==> src/sv/top_k_sum_of_smaller_keys_assert.svh <==
// ----------------------------------------------------------------------------
// top_k_sum_of_smaller_keys_assert.svh
// assertion macros shared by the running top-k sum block
// ----------------------------------------------------------------------------
`ifndef TOP_K_SUM_OF_SMALLER_KEYS_ASSERT_SVH
`define TOP_K_SUM_OF_SMALLER_KEYS_ASSERT_SVH

// condition that holds at every clock edge out of reset
`define TKS_ASSERT_ALWAYS(lbl, expr, msg) \
    lbl: assert property (@(posedge clk) disable iff (!rst_n) (expr)) \
        else $error(msg);

// consequent checked in the cycle after the antecedent
`define TKS_ASSERT_NEXT(lbl, ante, cons, msg) \
    lbl: assert property (@(posedge clk) disable iff (!rst_n) (ante) |=> (cons)) \
        else $error(msg);

`endif

==> src/sv/tks_pkg.sv <==
// ----------------------------------------------------------------------------
// tks_pkg
// types and constants of the running top-k sum block
// ----------------------------------------------------------------------------
`timescale 1ns / 1ps

package tks_pkg;

    // sizing
    localparam int MAX_K      = 64;
    localparam int VALUE_BITS = 20;
    localparam int KEY_W      = 20;
    localparam int VAL_W      = 20;
    localparam int IDX_W      = 16;
    localparam int KCFG_W     = 7;
    localparam int SUM_W      = 27;
    localparam int BEST_W     = 26;
    localparam int CNT_W      = $clog2(MAX_K + 1);

    // stream packing
    localparam int S_TDATA_W  = 56;
    localparam int M_TDATA_W  = 48;

    localparam logic [VAL_W-1:0] VALUE_MASK =
        (VALUE_BITS >= VAL_W) ? {VAL_W{1'b1}} : VAL_W'((64'd1 << VALUE_BITS) - 64'd1);
    localparam logic [BEST_W-1:0] BEST_MAX = {BEST_W{1'b1}};

    // operation broadcast to every cell
    typedef enum logic [1:0] {
        OP_HOLD,
        OP_APPEND,
        OP_REPLACE
    } cell_op_t;

    typedef struct packed {
        cell_op_t           op;
        logic               clear;
        logic [VAL_W-1:0]   value;
    } cell_ctrl_t;

    // what a cell shows to its neighbors
    typedef struct packed {
        logic               valid;
        logic               le;
        logic [VAL_W-1:0]   value;
    } cell_link_t;

endpackage

==> src/sv/tks_cell.sv <==
// ----------------------------------------------------------------------------
// tks_cell
// one slot of the sorted value chain, ascending from cell 0 (the minimum)
// ----------------------------------------------------------------------------
`timescale 1ns / 1ps

module tks_cell import tks_pkg::*;
(
    input  logic        clk,
    input  logic        rst_n,
    input  cell_ctrl_t  ctrl,
    input  cell_link_t  from_left,
    input  cell_link_t  from_right,
    output cell_link_t  to_nbr
);

    logic             valid_reg;
    logic             valid_next;
    logic [VAL_W-1:0] value_reg;
    logic [VAL_W-1:0] value_next;
    logic             valid_eff;
    logic             le;

    // a set start makes every slot empty
    assign valid_eff = valid_reg & ~ctrl.clear;
    assign le        = valid_eff & (value_reg <= ctrl.value);

    assign to_nbr.valid = valid_eff;
    assign to_nbr.le    = le;
    assign to_nbr.value = value_reg;

    // insertion: append shifts larger values up, replace drops cell 0 and shifts down
    always_comb
    begin
        valid_next = valid_eff;
        value_next = value_reg;
        case (ctrl.op)
            OP_APPEND:
            begin
                valid_next = valid_eff | from_left.valid;
                if (!le)
                begin
                    if (from_left.le)
                        value_next = ctrl.value;
                    else
                        value_next = from_left.value;
                end
            end
            OP_REPLACE:
            begin
                if (from_right.le)
                    value_next = from_right.value;
                else if (le)
                    value_next = ctrl.value;
            end
            default:
            begin
                valid_next = valid_eff;
            end
        endcase
    end

    // slot occupancy
    always_ff @(posedge clk or negedge rst_n)
    begin
        if (!rst_n)
            valid_reg <= 1'b0;
        else
            valid_reg <= valid_next;
    end

    // slot value
    always_ff @(posedge clk)
    begin
        value_reg <= value_next;
    end

endmodule

==> config.mk <==
export PLATFORM = sky130hd
export DESIGN_NAME = tks_cell
export DESIGN_NICKNAME = d
export VERILOG_FILES = /design/src/sv/top_k_sum_of_smaller_keys_assert.svh /design/src/sv/tks_pkg.sv /design/src/sv/tks_cell.sv
export SDC_FILE = /design/constraint.sdc
export NUM_CORES = 1
export LEC_CHECK = 0
export ABC_AREA = 1
export BUFFER_PORTS_ARGS = -buffer_cell sky130_fd_sc_hd__buf_2
export CAP_MARGIN = 10
export CORE_ASPECT_RATIO = 1.1
export CORE_UTILIZATION = 42
export DETAILED_ROUTE_END_ITERATION = 6
export PLACE_DENSITY = 0.85
export SLEW_MARGIN = 15
export SYNTH_ARGS = -nofsm -noshare
export SYNTH_HDL_FRONTEND = slang
export SYNTH_SLANG_ARGS = --single-unit
==> constraint.sdc <==
create_clock -name clk -period 2.1 [get_ports clk]
set_input_delay 0.105 -clock clk [delete_from_list [all_inputs] [get_ports clk]]
set_output_delay 0.105 -clock clk [all_outputs]
set_load 0.1 [all_outputs]
==> load_flow_metrics.sql <==
INSERT INTO impl_metrics (metric_group, metric, value, unit) VALUES
('clocking', 'cts.htree.levels', '1', ''),
('clocking', 'cts_buffer_depth', '2', ''),
('clocking', 'worst_skew_pair.late_latency', '260', 'ps'),
('die', 'rows', '24', ''),
('die', 'die_w', '64.8', 'µm'),
('sta', 'setup_viol_count_final', '0', ''),
('sta', 'hold_slack', '104', 'ps'),
('sta', 'slew_headroom', '56.1', '%'),
('yosys', 'yosys_register_bits', '21', ''),
('global_route', 'grt_pass1_wl', '7.64', 'mm'),
('route', 'first_iter_violations', '46', ''),
('sta', 'post-route-worst-setup-slack', '72.3', 'ps'),
('yosys', 'fraction_of_synthesis_flops_using_an_asynchronous_set_or_reset_pin', '4.76', '%'),
('worst_setup_path', 'setup.worst_path.class', 'reg2out', ''),
('global_route', 'grt_max_degree', '42', ''),
('route', 'viasPerCell', '5.07', ''),
('route', 'detail_route.wl_per_cell', '12.8', 'µm'),
('yosys', 'postSynthCellCount', '244', ''),
('sta', 'timing_worst_slew_pin_value', '658', 'ps'),
('yosys', 'most_frequently_used_flop_master_after_synthesis', 'edfxtp_1', ''),
('run', 'timing.max_cap.violations', '0', ''),
('die', 'initial_core_util', '45.0', '%'),
('global_route', 'global_route.usage.total', '20.8', '%'),
('yosys', 'syn_area_per_cell', '7.48', 'µm²'),
('sta', 'timing.final.max_slew_violations', '0', ''),
('yosys', 'synth_cell_type_count', '22', ''),
('yosys', 'yosys-top-cells-area', 'edfxtp_1 33%, nand2_1 19%, ha_1 14%, a32oi_1 9.6%, a21oi_1 7.4%', ''),
('yosys', 'synth_enable_flop_cells', '20', ''),
('clocking', 'path_clk_slew', '80', 'ps'),
('sta', 'hold_viol', '0', ''),
('finish', 'final_cell_area', '2520', 'µm²'),
('power', 'power_leakage', '0.00130', 'µW'),
('worst_setup_path', 'critical_path_start', 'value_reg[19]', ''),
('placement', 'placed_area', '2320', 'µm²'),
('die', 'io_pins', '91', ''),
('die', 'floorplan.die.height', '71.1', 'µm'),
('sta', 'fin_crit', '2030', 'ps'),
('yosys', 'synth_top_cell_area_share', '32.9', '%'),
('route', 'drc_errors', '0', ''),
('power', 'powerDensity', '574', 'nW/µm²'),
('die', 'fp.dieArea', '4610', 'µm²'),
('global_route', 'antenna_found_initial', '0', ''),
('worst_setup_path', 'r2r_start', 'value_reg[19]', ''),
('placement', 'place_worst_setup_slack', '43.5', 'ps'),
('outcome', 'status', 'completed', ''),
('worst_setup_path', 'timing.critical_path.required', '2000', 'ps'),
('worst_setup_path', 'crit-reg2reg-capture', 'value_reg[14]', ''),
('sta', 'timing.clock.skew', '5.07', 'ps'),
('yosys', 'synth_most_common_cell', 'nand2_1', ''),
('die', 'placeableCoreArea', '4050', 'µm²'),
('power', 'irDropWorstVdd', '0.277', 'mV'),
('global_route', 'first_global_vias', '1912', ''),
('min_path', 'worst_hold_path_type', 'in2reg', ''),
('sta', 'timing.final.crit_share', '96.6', '%'),
('min_path', 'timing.hold.worst.start', 'from_left[21]', ''),
('placement', 'gp_congestion', '0.777', ''),
('finish', 'largest_reg_flops', '20', ''),
('route', 'drt.antenna.violating_nets', '0', ''),
('placement', 'hpwl', '3.55', 'mm'),
('finish', 'insertedDiodeCount', '0', ''),
('finish', 'final_net_count', '420', ''),
('route', 'dr_total_vias', '1935', ''),
('global_route', 'grt_overflow_total', '0', ''),
('yosys', 'synth_warnings', '0', ''),
('sta', 'rsz_0062_raised_after_global_routing', 'true', ''),
('yosys', 'yosysSeqAreaShare', '34.3', '%'),
('worst_setup_path', 'startpoint_type_of_the_worst_setup_path', 'flip-flop', ''),
('sta', 'achievable-frequency', '493', 'MHz'),
('route', 'drtPass1Iterations', '4', ''),
('clocking', 'cts_inserted_buffers', '3', ''),
('worst_setup_path', 'worstRegToRegCells', '11', '');
## layout make-up
cell class / instances / area (µm²)
clock inverter: 1 / 5.00
tap: 52 / 65.1
inverter: 35 / 131
sequential: 21 / 626
multi-input combinational: 177 / 1160
timing repair buffer: 93 / 493
clock buffer: 3 / 41.3
fill: 388 / 1530
## what timing repair did
| action | 4_1_cts | 5_1_grt |
|---|---|---|
| gates resized for setup | 0 | 18 |
| hold buffers | 1 | 0 |
| setup buffers | 0 | 1 |
| hold endpoints to repair | 1 | 0 |
| setup endpoints to repair | 0 | 21 |
## cell usage in the layout, fill, tap and decap left out
| cell | n |
|---|---|
| edfxtp_1 | 20 |
| clkinv_1 | 1 |
| o21ai_2 | 1 |
| dfrtp_1 | 1 |
| nand2_8 | 4 |
| inv_2 | 1 |
| a21oi_2 | 1 |
| a21oi_1 | 26 |
| nand3_4 | 1 |
| inv_1 | 33 |
| ha_1 | 18 |
| clkinv_2 | 1 |
| nand2_2 | 6 |
| clkbuf_8 | 3 |
| buf_4 | 3 |
| a31o_2 | 1 |
| nand2_4 | 3 |
| a21o_1 | 1 |
| dlygate4sd3_1 | 1 |
| ha_4 | 2 |
| a32oi_1 | 20 |
| nor2_2 | 4 |
| nand4_1 | 1 |
| buf_12 | 1 |
| nand3_2 | 1 |
| buf_2 | 88 |
| nor2_4 | 1 |
| nor2_1 | 3 |
| nand2_1 | 83 |
## how the worst max path moves through the flow
stage	endpoint	slack, ps	depth (start not counted)
3_3_place_gp	value_reg[9]	100	11
4_1_cts	value_reg[7]	20	11
3_5_place_dp	value_reg[13]	40	11
2_1_floorplan	value_reg[0]	-330	11
6_report	to_nbr[20]	70	10
5_1_grt	to_nbr[20]	-60	10
## critical path: stages (launching register included)
cell and delay, ps:
edfxtp_1 430, ha_4 300, nand2_2 50, nor2_2 130, nand2_2 90, nor2_4 90, nand4_1 100, nand2_2 110
nand2_4 70, inv_1 110, buf_12 180
## through the flow
step	utilization [%]	std cells	setup TNS [ps]
2_1_floorplan	-	244	-6620
3_3_place_gp	57.3	373	0
3_5_place_dp	57.3	373	0
4_1_cts	58.7	378	0
5_1_grt	62.2	382	-665
6_report	62.2	382	0
## cell families after synthesis
logic type | synth area share [%]
AO/OA/AOI/OAI | 18.4
adder cells (fa/ha/maj) | 13.7
buffers and inverters | 11.1
flip-flops | 34.3
AND/OR/NAND/NOR | 22.5
## power breakdown
group / total, µW / switching [µW] / internal (µW)
combinational: 652 / 469 / 184
clock: 269 / 137 / 132
sequential: 525 / 18.1 / 506
## layer usage
| layer | global-route usage [%] | part of all wire [%] | up-vias |
|---|---|---|---|
| li1 | - | - | 998 |
| met4 | 8.64 | 1.4 | 0 |
| met5 | 0 | 0 | - |
| met1 | 23.1 | 42 | 880 |
| met3 | 2.58 | 3.7 | 6 |
| met2 | 39.2 | 53 | 51 |
Note: power is estimated with default switching activity, not from simulation.
